`config.mk`:
```
export PLATFORM = sky130hd
export DESIGN_NAME = heater_zone_target_expander_core
export DESIGN_NICKNAME = d
export VERILOG_FILES = /design/src/sv/hzte_pkg.sv /design/src/sv/heater_zone_target_expander_core.sv /design/src/sv/hzte_side_pick.sv
export VERILOG_INCLUDE_DIRS = /design/src /design/src/sv
export SDC_FILE = /design/constraint.sdc
export NUM_CORES = 1
export LEC_CHECK = 0
export BUFFER_PORTS_ARGS = -buffer_cell sky130_fd_sc_hd__buf_4
export CORE_AREA = 2 2 237 239
export DETAILED_ROUTE_END_ITERATION = 10
export DIE_AREA = 0 0 239 241
export HOLD_SLACK_MARGIN = 0.1
export MAX_ROUTING_LAYER = met4
export PLACE_DENSITY = 0.71
export SLEW_MARGIN = 20
export SYNTH_ARGS = -nofsm -noshare
export SYNTH_HDL_FRONTEND = slang
export SYNTH_SLANG_ARGS = --single-unit
```
`constraint.sdc`:
```
create_clock -name i_clk -period 16.5 [get_ports i_clk]
set_input_delay 0 -clock i_clk [delete_from_list [all_inputs] [get_ports i_clk]]
set_output_delay 0 -clock i_clk [all_outputs]
set_load 0.1 [all_outputs]
```
`src/sv/heater_zone_target_expander_core_defines.svh`:
```
// ----------------------------------------------------------------------------
// heater zone target expander - assertion macros
// shared concurrent assertion forms, clocked on the rising edge, reset low
// ----------------------------------------------------------------------------
`ifndef HEATER_ZONE_TARGET_EXPANDER_CORE_DEFINES_SVH
`define HEATER_ZONE_TARGET_EXPANDER_CORE_DEFINES_SVH

// same-cycle implication
`define HZTE_ASSERT_IMPL(label, clk, rst_n, pre, post, msg) \
    label: assert property (@(posedge clk) disable iff (!(rst_n)) (pre) |-> (post)) \
        else $error(msg);

// next-cycle implication
`define HZTE_ASSERT_NEXT(label, clk, rst_n, pre, post, msg) \
    label: assert property (@(posedge clk) disable iff (!(rst_n)) (pre) |=> (post)) \
        else $error(msg);

`endif

```
`src/sv/hzte_pkg.sv`:
```
// ----------------------------------------------------------------------------
// hzte_pkg
// shared types, field widths, codes and the fixed zone map of the expander
// ----------------------------------------------------------------------------
`timescale 1ns / 1ps

package hzte_pkg;

    localparam int TGT_W       = 15;
    localparam int ZONE_W      = 4;
    localparam int MASK_W      = 16;
    localparam int IN_DATA_W   = 40;
    localparam int OUT_DATA_W  = 24;
    localparam int CFG_IDX_W   = 2;
    localparam int CFG_DATA_W  = 50;
    localparam int NEAR_W      = 50;
    localparam int FAR_W       = 40;
    localparam int SIDE_N      = 4;
    localparam int SIDE_W      = 2;

    localparam logic [CFG_IDX_W-1:0] CFG_EXPAND    = 2'd0;
    localparam logic [CFG_IDX_W-1:0] CFG_KEEP_NEAR = 2'd1;
    localparam logic [CFG_IDX_W-1:0] CFG_KEEP_FAR  = 2'd2;

    localparam logic FUNC_SET    = 1'b0;
    localparam logic FUNC_UPDATE = 1'b1;

    typedef enum logic [SIDE_W-1:0] {
        SIDE_RIGHT = 2'd0,
        SIDE_LEFT  = 2'd1,
        SIDE_UP    = 2'd2,
        SIDE_DOWN  = 2'd3
    } t_side;

    // zone index per row y, column x
    localparam logic [ZONE_W-1:0] ZONE_MAP [4][4] = '{
        '{4'd6, 4'd7, 4'd8,  4'd9},
        '{4'd5, 4'd4, 4'd11, 4'd10},
        '{4'd2, 4'd3, 4'd12, 4'd13},
        '{4'd1, 4'd0, 4'd15, 4'd14}
    };

    function automatic logic [ZONE_W-1:0] zone_at(input logic [1:0] x, input logic [1:0] y);
        return ZONE_MAP[y][x];
    endfunction

endpackage

```
`src/sv/heater_zone_target_expander_core.sv`:
```
// ----------------------------------------------------------------------------
// heater_zone_target_expander_core
// target table for a square heater grid with side expansion and falloff
//
// input stream: tuser selects a set transfer (write one zone target) or an
// update transfer (enable mask and target). a set transfer gives no output.
// an update runs, with expansion on, a side scan over the grid and a pick
// step, then a clearing pass over the zones, a falloff pass over every zone
// pair plus a pipe drain through the single table read port, then streams
// ZONE_COUNT results, each read and then loaded, tlast on the final one.
// the falloff pass takes one zone pair per cycle on one memory read port.
// one item at a time: input tready is low until the last result transfer.
// a stalled receiver holds the current result and the update waits for it.
// config writes are taken any cycle, meant while idle.
// reset clears the table (per-entry valid bits), the config registers, the valid flags and the state.
// ----------------------------------------------------------------------------
`timescale 1ns / 1ps
`include "heater_zone_target_expander_core_defines.svh"

module heater_zone_target_expander_core
    import hzte_pkg::*;
#(
    parameter int GRID_SIZE  = 4,
    parameter int ZONE_COUNT = 16,
    parameter int KEEP_BITS  = 10
) (
    input  logic                  i_clk,
    input  logic                  i_rst_n,
    // config write channel
    input  logic                  i_cfg_valid,
    output logic                  o_cfg_ready,
    input  logic [CFG_IDX_W-1:0]  i_cfg_index,
    input  logic [CFG_DATA_W-1:0] i_cfg_data,
    // input stream
    input  logic                  i_s_axis_tvalid,
    output logic                  o_s_axis_tready,
    input  logic [IN_DATA_W-1:0]  i_s_axis_tdata,  // zone, target, active zones
    input  logic                  i_s_axis_tuser,  // func
    // result stream
    output logic                  o_m_axis_tvalid,
    input  logic                  i_m_axis_tready,
    output logic [OUT_DATA_W-1:0] o_m_axis_tdata,  // out_zone, out_target
    output logic                  o_m_axis_tlast
);

    localparam int CW     = $clog2(GRID_SIZE);
    localparam int COST_W = $clog2(GRID_SIZE) + 1;
    localparam int ZW     = $clog2(ZONE_COUNT);
    localparam int D2_W   = $clog2(2 * (GRID_SIZE - 1) * (GRID_SIZE - 1) + 1);
    localparam int PROD_W = TGT_W + KEEP_BITS;
    localparam logic [CW-1:0]     GMAX      = CW'(GRID_SIZE - 1);
    localparam logic [COST_W-1:0] COST_EDGE = COST_W'(GRID_SIZE - 1);
    localparam logic [COST_W-1:0] COST_NONE = COST_W'(GRID_SIZE);
    localparam logic [ZW-1:0]     ZLAST     = ZW'(ZONE_COUNT - 1);

    typedef enum logic [2:0] {
        S_IDLE,
        S_SCAN,
        S_PICK,
        S_CLEAR,
        S_FALL,
        S_DRAIN,
        S_EMIT_RD,
        S_EMIT_LD
    } t_state;

    t_state                r_state;
    logic                  r_expand;
    logic [NEAR_W-1:0]     r_keep_near;
    logic [FAR_W-1:0]      r_keep_far;
    logic [ZONE_COUNT-1:0] r_mask;
    logic [ZONE_COUNT-1:0] r_add;
    logic [TGT_W-1:0]      r_target;
    logic [COST_W-1:0]     r_cost [SIDE_N];
    logic [ZONE_COUNT-1:0] r_path [SIDE_N];
    logic [CW-1:0]         r_x1;
    logic [CW-1:0]         r_y1;
    logic [CW-1:0]         r_x2;
    logic [CW-1:0]         r_y2;
    logic [ZW-1:0]         r_zidx;
    logic                  r_emit_out;

    // falloff pipe
    logic                  r_p1_v;
    logic                  r_p1_ok;
    logic                  r_p1_last;
    logic                  r_p1_wr;
    logic [D2_W-1:0]       r_p1_d2;
    logic [ZW-1:0]         r_p1_z2;
    logic                  r_p2_v;
    logic                  r_p2_last;
    logic                  r_p2_wr;
    logic [TGT_W-1:0]      r_p2_val;
    logic [ZW-1:0]         r_p2_z2;
    logic [TGT_W-1:0]      r_acc;

    // result register
    logic                  r_out_valid;
    logic [ZONE_W-1:0]     r_out_zone;
    logic [TGT_W-1:0]      r_out_tgt;
    logic                  r_out_last;

    // table memory
    logic [TGT_W-1:0]      r_mem [ZONE_COUNT];
    logic [ZONE_COUNT-1:0] r_valid;
    logic [TGT_W-1:0]      r_rd_raw;
    logic                  r_rd_vld;

    logic                  in_xfer;
    logic                  out_xfer;
    logic [ZONE_W-1:0]     in_zone;
    logic [TGT_W-1:0]      in_target;
    logic [MASK_W-1:0]     in_mask;
    logic [15:0]           mask16;
    logic [ZONE_W-1:0]     z1;
    logic [ZONE_W-1:0]     z2;
    logic [CW-1:0]         adx;
    logic [CW-1:0]         ady;
    logic [D2_W-1:0]       adx_w;
    logic [D2_W-1:0]       ady_w;
    logic [D2_W-1:0]       d2;
    logic                  inner_last;
    logic [KEEP_BITS-1:0]  keep;
    logic [PROD_W-1:0]     prod;
    logic [TGT_W-1:0]      acc_next;
    logic [TGT_W-1:0]      rd_data;
    logic [ZONE_COUNT-1:0] pick_add;
    logic                  wr_en;
    logic [ZW-1:0]         wr_addr;
    logic [TGT_W-1:0]      wr_data;
    logic [ZW-1:0]         rd_addr;

    function automatic logic [ZONE_COUNT-1:0] side_path(input t_side side,
                                                        input logic [CW-1:0] x,
                                                        input logic [CW-1:0] y);
        logic [ZONE_COUNT-1:0] path;
        logic [15:0]           bit16;
        logic [CW-1:0]         ci;
        path = '0;
        for (int i = 0; i < GRID_SIZE; i++) begin
            ci    = CW'(i);
            bit16 = '0;
            case (side)
                SIDE_RIGHT: if (ci > x) bit16 = 16'(1) << zone_at(2'(ci), 2'(y));
                SIDE_LEFT:  if (ci < x) bit16 = 16'(1) << zone_at(2'(ci), 2'(y));
                SIDE_UP:    if (ci > y) bit16 = 16'(1) << zone_at(2'(x), 2'(ci));
                SIDE_DOWN:  if (ci < y) bit16 = 16'(1) << zone_at(2'(x), 2'(ci));
                default:    bit16 = '0;
            endcase
            path = path | bit16[ZONE_COUNT-1:0];
        end
        return path;
    endfunction

    function automatic logic [COST_W-1:0] side_cost(input t_side side,
                                                    input logic [CW-1:0] x,
                                                    input logic [CW-1:0] y);
        logic [COST_W-1:0] c;
        case (side)
            SIDE_RIGHT: c = COST_EDGE - COST_W'(x);
            SIDE_LEFT:  c = COST_W'(x);
            SIDE_UP:    c = COST_EDGE - COST_W'(y);
            SIDE_DOWN:  c = COST_W'(y);
            default:    c = COST_NONE;
        endcase
        return c;
    endfunction

    function automatic logic [KEEP_BITS-1:0] keep_for(input logic [4:0] dist2,
                                                      input logic [NEAR_W-1:0] near,
                                                      input logic [FAR_W-1:0] far);
        logic [63:0]          near_ext;
        logic [63:0]          far_ext;
        logic [KEEP_BITS-1:0] k;
        near_ext = 64'(near);
        far_ext  = 64'(far);
        case (dist2)
            5'd1:    k = near_ext[0 * KEEP_BITS +: KEEP_BITS];
            5'd2:    k = near_ext[1 * KEEP_BITS +: KEEP_BITS];
            5'd4:    k = near_ext[2 * KEEP_BITS +: KEEP_BITS];
            5'd5:    k = near_ext[3 * KEEP_BITS +: KEEP_BITS];
            5'd8:    k = near_ext[4 * KEEP_BITS +: KEEP_BITS];
            5'd9:    k = far_ext[0 * KEEP_BITS +: KEEP_BITS];
            5'd10:   k = far_ext[1 * KEEP_BITS +: KEEP_BITS];
            5'd13:   k = far_ext[2 * KEEP_BITS +: KEEP_BITS];
            5'd18:   k = far_ext[3 * KEEP_BITS +: KEEP_BITS];
            default: k = '0;
        endcase
        return k;
    endfunction

    assign o_cfg_ready     = 1'b1;
    assign o_s_axis_tready = (r_state == S_IDLE);
    assign o_m_axis_tvalid = r_out_valid;
    assign o_m_axis_tdata  = {{(OUT_DATA_W - ZONE_W - TGT_W){1'b0}}, r_out_tgt, r_out_zone};
    assign o_m_axis_tlast  = r_out_last;

    assign in_xfer   = i_s_axis_tvalid && o_s_axis_tready;
    assign out_xfer  = r_out_valid && i_m_axis_tready;
    assign in_zone   = i_s_axis_tdata[ZONE_W-1:0];
    assign in_target = i_s_axis_tdata[ZONE_W +: TGT_W];
    assign in_mask   = i_s_axis_tdata[ZONE_W + TGT_W +: MASK_W];

    assign mask16     = 16'(r_mask);
    assign z1         = zone_at(2'(r_x1), 2'(r_y1));
    assign z2         = zone_at(2'(r_x2), 2'(r_y2));
    assign adx        = (r_x2 > r_x1) ? r_x2 - r_x1 : r_x1 - r_x2;
    assign ady        = (r_y2 > r_y1) ? r_y2 - r_y1 : r_y1 - r_y2;
    assign adx_w      = D2_W'(adx);
    assign ady_w      = D2_W'(ady);
    assign d2         = adx_w * adx_w + ady_w * ady_w;
    assign inner_last = (r_x1 == GMAX) && (r_y1 == GMAX);
    assign rd_data    = r_rd_vld ? r_rd_raw : '0;
    assign keep       = keep_for(5'(r_p1_d2), r_keep_near, r_keep_far);
    assign prod       = PROD_W'(rd_data) * PROD_W'(keep);
    assign acc_next   = (r_p2_val > r_acc) ? r_p2_val : r_acc;

    hzte_side_pick #(
        .COST_W     (COST_W),
        .ZONE_COUNT (ZONE_COUNT)
    ) u_pick (
        .i_cost (r_cost),
        .i_path (r_path),
        .o_add  (pick_add)
    );

    always_comb begin
        wr_en   = 1'b0;
        wr_addr = r_zidx;
        wr_data = '0;
        rd_addr = r_zidx;
        case (r_state)
            S_IDLE: begin
                wr_en   = in_xfer && (i_s_axis_tuser == FUNC_SET)
                          && ({1'b0, in_zone} < 5'(ZONE_COUNT));
                wr_addr = in_zone[ZW-1:0];
                wr_data = in_target;
            end
            S_CLEAR: begin
                wr_en   = r_add[r_zidx] || !r_mask[r_zidx];
                wr_data = r_add[r_zidx] ? r_target : '0;
            end
            S_FALL, S_DRAIN: begin
                wr_en   = r_p2_v && r_p2_last && r_p2_wr;
                wr_addr = r_p2_z2;
                wr_data = acc_next;
                rd_addr = z1[ZW-1:0];
            end
            default: begin
                wr_en = 1'b0;
            end
        endcase
    end

    always_ff @(posedge i_clk) begin
        if (wr_en) begin
            r_mem[wr_addr] <= wr_data;
        end
        r_rd_raw <= r_mem[rd_addr];
    end

    always_ff @(posedge i_clk) begin
        if (!i_rst_n) begin
            r_valid  <= '0;
            r_rd_vld <= 1'b0;
        end else begin
            if (wr_en) begin
                r_valid[wr_addr] <= 1'b1;
            end
            r_rd_vld <= r_valid[rd_addr];
        end
    end

    always_ff @(posedge i_clk) begin
        if (!i_rst_n) begin
            r_state     <= S_IDLE;
            r_expand    <= 1'b0;
            r_keep_near <= '0;
            r_keep_far  <= '0;
            r_p1_v      <= 1'b0;
            r_p2_v      <= 1'b0;
            r_out_valid <= 1'b0;
            r_emit_out  <= 1'b0;
        end else begin
            if (i_cfg_valid && o_cfg_ready) begin
                case (i_cfg_index)
                    CFG_EXPAND:    r_expand    <= i_cfg_data[0];
                    CFG_KEEP_NEAR: r_keep_near <= i_cfg_data[NEAR_W-1:0];
                    CFG_KEEP_FAR:  r_keep_far  <= i_cfg_data[FAR_W-1:0];
                    default:       r_expand    <= r_expand;
                endcase
            end

            // falloff pipe, stage one: table read returns, stage two: scaled value
            r_p1_v    <= (r_state == S_FALL);
            r_p1_ok   <= mask16[z1] && !mask16[z2];
            r_p1_d2   <= d2;
            r_p1_last <= inner_last;
            r_p1_wr   <= !mask16[z2] && ({1'b0, z2} < 5'(ZONE_COUNT));
            r_p1_z2   <= z2[ZW-1:0];
            r_p2_v    <= r_p1_v;
            r_p2_val  <= r_p1_ok ? prod[PROD_W-1:KEEP_BITS] : '0;
            r_p2_last <= r_p1_last;
            r_p2_wr   <= r_p1_wr;
            r_p2_z2   <= r_p1_z2;
            if (r_p2_v) begin
                r_acc <= r_p2_last ? '0 : acc_next;
            end

            case (r_state)
                S_IDLE: begin
                    if (in_xfer && (i_s_axis_tuser == FUNC_UPDATE)) begin
                        r_mask   <= in_mask[ZONE_COUNT-1:0];
                        r_target <= in_target;
                        r_add    <= '0;
                        r_x1     <= '0;
                        r_y1     <= '0;
                        r_zidx   <= '0;
                        for (int s = 0; s < SIDE_N; s++) begin
                            r_cost[s] <= COST_NONE;
                            r_path[s] <= '0;
                        end
                        r_state <= r_expand ? S_SCAN : S_CLEAR;
                    end
                end
                S_SCAN: begin
                    for (int s = 0; s < SIDE_N; s++) begin
                        if (mask16[z1]
                            && side_cost(t_side'(s), r_x1, r_y1) < r_cost[s]) begin
                            r_cost[s] <= side_cost(t_side'(s), r_x1, r_y1);
                            r_path[s] <= side_path(t_side'(s), r_x1, r_y1);
                        end
                    end
                    if (r_y1 == GMAX) begin
                        r_y1 <= '0;
                        r_x1 <= r_x1 + 1'b1;
                        if (r_x1 == GMAX) begin
                            r_x1    <= '0;
                            r_state <= S_PICK;
                        end
                    end else begin
                        r_y1 <= r_y1 + 1'b1;
                    end
                end
                S_PICK: begin
                    r_add   <= pick_add;
                    r_mask  <= r_mask | pick_add;
                    r_state <= S_CLEAR;
                end
                S_CLEAR: begin
                    r_acc <= '0;
                    r_x1  <= '0;
                    r_y1  <= '0;
                    r_x2  <= '0;
                    r_y2  <= '0;
                    if (r_zidx == ZLAST) begin
                        r_zidx  <= '0;
                        r_state <= S_FALL;
                    end else begin
                        r_zidx <= r_zidx + 1'b1;
                    end
                end
                S_FALL: begin
                    if (r_y1 != GMAX) begin
                        r_y1 <= r_y1 + 1'b1;
                    end else begin
                        r_y1 <= '0;
                        if (r_x1 != GMAX) begin
                            r_x1 <= r_x1 + 1'b1;
                        end else begin
                            r_x1 <= '0;
                            if (r_y2 != GMAX) begin
                                r_y2 <= r_y2 + 1'b1;
                            end else begin
                                r_y2 <= '0;
                                if (r_x2 != GMAX) begin
                                    r_x2 <= r_x2 + 1'b1;
                                end else begin
                                    r_state <= S_DRAIN;
                                end
                            end
                        end
                    end
                end
                S_DRAIN: begin
                    if (!r_p1_v && !r_p2_v) begin
                        r_zidx  <= '0;
                        r_state <= S_EMIT_RD;
                    end
                end
                S_EMIT_RD: begin
                    r_emit_out <= 1'b0;
                    r_state    <= S_EMIT_LD;
                end
                S_EMIT_LD: begin
                    if (!r_emit_out) begin
                        r_out_valid <= 1'b1;
                        r_out_zone  <= ZONE_W'(r_zidx);
                        r_out_tgt   <= rd_data;
                        r_out_last  <= (r_zidx == ZLAST);
                        r_emit_out  <= 1'b1;
                    end else if (out_xfer) begin
                        r_out_valid <= 1'b0;
                        if (r_out_last) begin
                            r_state <= S_IDLE;
                        end else begin
                            r_zidx  <= r_zidx + 1'b1;
                            r_state <= S_EMIT_RD;
                        end
                    end
                end
                default: begin
                    r_state <= S_IDLE;
                end
            endcase
        end
    end

    `HZTE_ASSERT_IMPL(a_busy_while_result, i_clk, i_rst_n, o_m_axis_tvalid, !o_s_axis_tready, "input ready while a result is pending")
    `HZTE_ASSERT_NEXT(a_idle_after_last, i_clk, i_rst_n, out_xfer && o_m_axis_tlast, o_s_axis_tready, "not idle after the last result transfer")
    `HZTE_ASSERT_IMPL(a_add_in_mask, i_clk, i_rst_n, r_state == S_CLEAR, (r_add & ~r_mask) == '0, "expanded zone missing from the enabled set")
    `HZTE_ASSERT_IMPL(a_falloff_disabled, i_clk, i_rst_n, wr_en && (r_state == S_FALL || r_state == S_DRAIN), !r_mask[wr_addr], "falloff write to an enabled zone")

endmodule

```
`src/sv/hzte_side_pick.sv`:
```
// ----------------------------------------------------------------------------
// hzte_side_pick
// picks the two cheapest grid sides, ties in side order, and merges their paths
// ----------------------------------------------------------------------------
`timescale 1ns / 1ps

module hzte_side_pick
    import hzte_pkg::*;
#(
    parameter int COST_W     = 3,
    parameter int ZONE_COUNT = 16
) (
    input  logic [COST_W-1:0]     i_cost [SIDE_N],
    input  logic [ZONE_COUNT-1:0] i_path [SIDE_N],
    output logic [ZONE_COUNT-1:0] o_add
);

    logic [SIDE_W-1:0] first;
    logic [SIDE_W-1:0] second;
    logic              have_second;

    always_comb begin
        first = '0;
        for (int s = 1; s < SIDE_N; s++) begin
            if (i_cost[s] < i_cost[first]) begin
                first = SIDE_W'(s);
            end
        end
        second      = '0;
        have_second = 1'b0;
        for (int s = 0; s < SIDE_N; s++) begin
            if (SIDE_W'(s) != first) begin
                if (!have_second || i_cost[s] < i_cost[second]) begin
                    second      = SIDE_W'(s);
                    have_second = 1'b1;
                end
            end
        end
        o_add = i_path[first] | i_path[second];
    end

endmodule
```
==> flow_summary.toml, run 1 <==
[cts]
cts-buffers-inserted = 59
cts_tree = "built"
clk_pin_slew_ns = 0.06
clk_latency_ns = 0.63
cts_buffer_depth = 3
post-cts-setup-buffers = 0
cts_root_buffer = "clkbuf_16"
cts_sinks = 565
ctsHtreeMaxLevel = 2

[place]
place.gp.congestion = 0.943
io_buffers = 114
dp_hpwl_mm = 51.1
pre_cts_ws_ns = 6.51

[grt]
grt_pass1_wl_mm = 123
track_usage_pct = 28.8
grt_pass1_vias = 22009
antenna_found_initial = 1
grt_max_degree = 109
grt.overflow.total = 0

[outcome]
status = "finished, final reports clean"

[drt]
drt-total-wl_mm = 80.8
viasPerCell = 6.03
vias = 22589
post_drt_wl_per_cell_um = 21.6
antenna_left = 0
drcViolationCount = 0
drtPass1Iterations = 6
first_iter_violations = 2281

[critical_path]
required_ns = 16.86
cp.arrival_ns = 10.12
worst-setup-path-type = "register to register"
crit_buf_inv = 4
cp_common_cell = "ha_1"
crit_path_top_delay_cell = "xnor2_2"
crit_path_max_incr_delay_ns = 0.86
cp_max_fo = 32
timing.critical_path.to_type = "register"
critical_path.top_delay_family = "compound AO/OA/AOI/OAI gates"
cp-start-kind = "register"

[timing]
setup_viol = 0
setup_tns_ns = 0
rsz0062_at_grt = "false"
worst_pin_slew_ns = 1.18
max_freq_mhz = 103
finalCriticalPeriod_ns = 9.76
drv_slew = 0
layout_setup_ws_ns = 6.74
hold_viol_final = 0
max-slew-margin-rel_pct = 21.1
period_share_pct = 59.1
finClkSkew_ns = 0.0244

[synth]
synth_top_cell_area_share_pct = 43.6
async_reset_ff_share_pct = 0
ys.flop_type = "edfxtp_1"
synthTopCellsByArea = "edfxtp_1 44%, dfxtp_1 8.7%, fa_1 7.0%, nand2_1 6.3%, ha_1 4.9%"
netlist_area_um2 = 30000
synth_seq_cells = 565
synth_area_per_cell_um2 = 10.7
synth_top_area_cell = "edfxtp_1"
synthCells = 2803
synth_warnings = 0
synth_cell_type_count = 72
ys_seq_area_share_pct = 52.3
synth_edf_count = 435

[layout]
area_growth_pct = 16.5
final_nets = 3314
drive_gt1_share_pct = 10.8
final_cell_mix = "503 x nand2_1, 435 x edfxtp_1, 221 x nor2_1, 218 x a21oi_1, 179 x inv_1"
layout_commonest_cell = "nand2_1"
n_fill_cell = 4235

[floorplan]
io_pins = 126
dieArea_um2 = 57600
start_util_pct = 54.6
die_height_um = 241
die_w_um = 239
core_area_um2 = 54900
row_count = 86

[power]
power_density_nw_per_um2 = 150
power_mw = 5.24
power_leakage_nw = 13.5
worst_ir_drop_vdd_uv = 142

[job]
maxCapViolations = 0

[worst_hold_path]
hold_class = "input pin to register"
==> per-layer routing <==
metal	vias up	global-route usage [%]	share of wire (%)
met5	-	-	0
met4	0	10.7	3.5
met3	209	4.29	8.0
met2	1042	45.8	48
met1	11077	37.8	41
li1	10261	-	-
==> synth_stat cells (22+ instances only) <==
| library cell | count |
|---|---|
| a21oi_1 | 223 |
| clkbuf_1 | 134 |
| o21ai_0 | 45 |
| a311oi_1 | 41 |
| ha_1 | 117 |
| inv_1 | 180 |
| nand3_1 | 25 |
| dfxtp_1 | 130 |
| mux2i_1 | 62 |
| a22oi_1 | 31 |
| nor2_1 | 227 |
| edfxtp_1 | 435 |
| a31oi_1 | 46 |
| fa_1 | 105 |
| and2_1 | 95 |
| a21o_1 | 22 |
| a211oi_1 | 93 |
| nand2_1 | 504 |
==> worst register-to-register path: cells and delay by family (launching register included) <==
family | cells | cell delay (ns)
compound gates | 15 | 3.76
simple gates | 9 | 1.74
fa+ha+maj | 5 | 1.35
buf+inv | 4 | 1.03
xor+xnor | 1 | 0.86
flops | 1 | 0.40
mux | 1 | 0.34
==> power by group <==
part           switching, mW  internal [mW]
logic                   1.27          0.612
registers              0.143           1.83
clock network          0.553          0.839
total                   1.96           3.28
==> what timing repair did <==
| action | 4_1_cts | 5_1_grt |
|---|---|---|
| hold buffers | 115 | 0 |
| setup endpoints to repair | 0 | 0 |
| resized for setup | 0 | 0 |
| endpoints found under the hold margin | 420 | 0 |
==> through the flow <==
stage,area [um2],instances,util (%),hold slack (ns)
2_1_floorplan,30000,2807,-,0.0989
3_3_place_gp,31600,3521,57.7,0.191
3_5_place_dp,31700,3521,57.7,0.193
4_1_cts,34900,3744,63.5,0.114
5_1_grt,34900,3746,63.6,0.141
6_report,34900,3746,63.6,0.155
==> logic make-up (layout without fill, tap and decap cells) <==
kind of cell               after synthesis  in the layout  synth area share, %
adders and majority gates              222            222                 11.9
AOI/OAI and AO/OA                      597            597                 13.1
muxes                                   84             84                 3.61
DFF                                    565            565                 52.3
xor gates and xnor gates                21             21                0.639
and+or+nand+nor                        961            961                 14.0
buffers and inverters                  351            585                 4.54
other                                    2              7               0.0251
==> state kept, by name, summed over array words and instances (netlist names), 12 cells and up <==
name / cells
r_out_tgt: 15
r_add: 16
r_p2_val: 15
r_valid: 16
r_keep_near: 50
r_mem: 240
r_rd_raw: 15
r_keep_far: 40
r_acc: 15
r_cost: 12
r_path: 56
mask16: 16
r_target: 15
==> area by class of cell <==
class,count,area [um2],area share [%]
Inverter,185,696,1.99
Multi-Input combinational cell,1891,13100,37.5
Timing Repair Buffer,292,2500,7.17
Clock inverter,26,367,1.05
Sequential cell,565,15700,44.9
Antenna cell,1,2.50,0.00717
Clock buffer,82,1690,4.84
Tap cell,704,881,2.52
==> path summary, 6_finish.rpt <==
kind                                          startpoint                    end  slack [ns]  cells past startpoint
worst max register to register  r_cost[10]$_SDFFCE_PN0P_    mask16[2]$_DFFE_PP_        6.74                     35
worst max-delay path            r_cost[10]$_SDFFCE_PN0P_    mask16[2]$_DFFE_PP_        6.74                     35
worst min register to register      r_p1_z2[0]$_DFFE_PP_   r_p2_z2[0]$_DFFE_PP_        0.43                      0
worst min-delay path                   i_s_axis_tdata[8]  r_target[4]$_DFFE_PP_        0.16                      2
Note: power is estimated with default switching activity, not from simulation.
==> run 2, diff against run 1 <==
--- a/config.mk
+++ b/config.mk
@@ -6,6 +6,7 @@
 export SDC_FILE = /design/constraint.sdc
 export NUM_CORES = 1
 export LEC_CHECK = 0
+export ABC_AREA = 1
 export BUFFER_PORTS_ARGS = -buffer_cell sky130_fd_sc_hd__buf_4
 export CORE_AREA = 2 2 237 239
 export DETAILED_ROUTE_END_ITERATION = 10
==> constraint.sdc (replaced) <==
create_clock -name i_clk -period 9 [get_ports i_clk]
set_input_delay 0 -clock i_clk [delete_from_list [all_inputs] [get_ports i_clk]]
set_output_delay 0 -clock i_clk [all_outputs]
set_load 0.1 [all_outputs]
==> run 2 against run 1 <==
  * Via count up 6.7%
  * First-iteration DRC count rose by 31%
  * Sequential cell count unchanged
  * Clock power rose by 72%
  * Synthesized cell count up 11%
  * Critical endpoint is now r_p2_val[13]$_SDFFCE_PN0P_
  * Largest power group is now combinational logic
==> flow_summary.toml, run 2 <==
[synth]
netlist_area_um2 = 29900
synth_commonest_cells = "530 x nor2_1, 435 x edfxtp_1, 372 x nand2_1, 350 x o21ai_0, 345 x inv_1"
synth_warnings = 0
yosys.cell_count.top_type = "nor2_1"
synthCells = 3115
ys_seq_area_share_pct = 52.3
synth_seq_cells = 565
synth_top_cell_area_share_pct = 43.6
ys.flop_type = "edfxtp_1"
synth_cell_type_count = 54
synth_top_area_cell = "edfxtp_1"
synth_area_per_cell_um2 = 9.61
synthTopCellsByArea = "edfxtp_1 44%, dfxtp_1 8.7%, fa_1 7.0%, nor2_1 6.6%, o21ai_0 5.9%"
synth_edf_count = 435
async_reset_ff_share_pct = 0

[grt]
track_usage_pct = 30.1
grt_max_degree = 109
grt_pass1_wl_mm = 130
grt.overflow.total = 0
antenna_found_initial = 0
grt_pass1_vias = 23575

[critical_path]
timing.critical_path.to_type = "register"
cp_common_cell = "nand2_1"
cp.depth = 31
crit_path_top_delay_cell = "nor2_1"
crit_buf_inv = 6
required_ns = 9.37
cp.arrival_ns = 8.12
cp-start-kind = "register"
cp_max_fo = 13
critical_path.top_delay_family = "adder cells"
worst-setup-path-type = "register to register"
crit_path_max_incr_delay_ns = 0.64
reg2reg_depth = 31

[timing]
finalCriticalPeriod_ns = 7.75
period_share_pct = 86.1
worst_pin_slew_ns = 1.14
whs_ns = 0.138
setup_tns_ns = 0
finClkSkew_ns = 0.0180
drv_slew = 0
rsz0062_at_grt = "false"
max-slew-margin-rel_pct = 24.0
max_freq_mhz = 129
hold_viol_final = 0
setup_viol = 0

[cts]
clk_latency_ns = 0.63
cts_sinks = 565
clk_pin_slew_ns = 0.06
cts_tree = "built"
cts-buffers-inserted = 59
ctsHtreeMaxLevel = 2
cts_buffer_depth = 3
post_cts_resized = 0
cts_root_buffer = "clkbuf_16"

[power]
power_density_nw_per_um2 = 293
power_leakage_nw = 14.0
worst_ir_drop_vdd_uv = 349

[outcome]
status = "finished, final reports clean"

[worst_hold_path]
hold_class = "input pin to register"
worstHoldPathCells = 2

[place]
dp_hpwl_mm = 55.5
place.gp.congestion = 0.963
io_buffers = 114

[drt]
post_drt_wl_per_cell_um = 20.6
drtPass1Iterations = 8
viasPerCell = 5.91
first_iter_violations = 2998
vias = 24113
drcViolationCount = 0
drt-total-wl_mm = 84.1
antenna_left = 0

[layout]
top_regs = "r_mem: 240 flops, r_path: 56 flops, r_keep_near: 50 flops"
n_antenna_cell = 0
top_register = "r_mem"
layout_commonest_cell = "nor2_1"
drive_gt1_share_pct = 8.83
largest_reg_flops = 240
final_nets = 3644
area_growth_pct = 15.8
final_cell_mix = "526 x nor2_1, 435 x edfxtp_1, 371 x nand2_1, 349 x o21ai_0, 345 x inv_1"

[floorplan]
die_height_um = 241
io_pins = 126
die_w_um = 239
dieArea_um2 = 57600
row_count = 86
core_area_um2 = 54900
start_util_pct = 54.5

[job]
maxCapViolations = 0
-- run 2: changes by cell type after synthesis, sizes merged, moves of 42 or more --
cell,delta
inv,+172
a211oi,-87
a31oi,-43
nor2,+303
o21ai,+310
nand3,+102
o221ai,+42
o22ai,+60
and2,-95
a21oi,-85
nand2,-118
mux2i,-59
-- run 2: path summary, 6_finish.rpt --
check                       startpoint                          to  slack [ns]
hold reg to reg    r_p1_last$_DFFE_PP_         r_p2_last$_DFFE_PP_        0.43
setup / recovery  r_p1_d2[2]$_DFFE_PP_  r_p2_val[13]$_SDFFCE_PN0P_        1.25
hold / removal       i_s_axis_tdata[5]       r_target[1]$_DFFE_PP_        0.14
setup reg to reg  r_p1_d2[2]$_DFFE_PP_  r_p2_val[13]$_SDFFCE_PN0P_        1.25
-- run 2: repair_timing --
item | in CTS | in global routing
hold buffers | 122 | 0
hold endpoints to repair | 159 | 0
buffers inserted | 0 | 0
-- run 2: final cells by class --
class / instances / area [um2]
Clock buffer: 90 / 1690
Fill cell: 4390 / 20200
Clock inverter: 21 / 203
Timing Repair Buffer: 293 / 2500
Multi-Input combinational cell: 2039 / 12300
Inverter: 366 / 1380
Tap cell: 704 / 881
Sequential cell: 565 / 15700
-- run 2: cell families after synthesis --
family          count (synthesis)  share of synthesized area (%)
compound gates                712                           13.8
xor+xnor                        8                          0.234
fa+ha+maj                     222                           11.9
buf+inv                       515                           6.67
flops                         565                           52.3
mux                             3                          0.100
other cells                     2                         0.0251
simple gates                 1088                           14.9
-- run 2: metrics by stage --
step	utilization [%]	cells	cell area [um2]	worst slack, ns	total power, mW
2_1_floorplan	-	3119	29900	2.97	6.48
6_report	63.2	4078	34700	1.25	10.2
3_5_place_dp	57.3	3832	31500	1.38	7.67
5_1_grt	63.2	4078	34700	0.793	10.7
4_1_cts	63.0	4065	34600	1.33	10.1
3_3_place_gp	57.3	3831	31400	1.53	7.54
-- run 2: power by group --
part / internal (mW) / leakage, nW / switching, mW
combinational: 1.20 / 7.95 / 3.07
sequential: 3.35 / 5.10 / 0.164
clock: 1.38 / 0.922 / 1.02
-- run 2: layer usage --
layer  part of all wire (%)  vias up  track usage [%]
li1                       -    11040                -
met1                     41    11694             39.7
met2                     48     1184             48.5
met3                    8.1      195             3.79
met4                    3.2        0             10.4
met5                      0        -                -
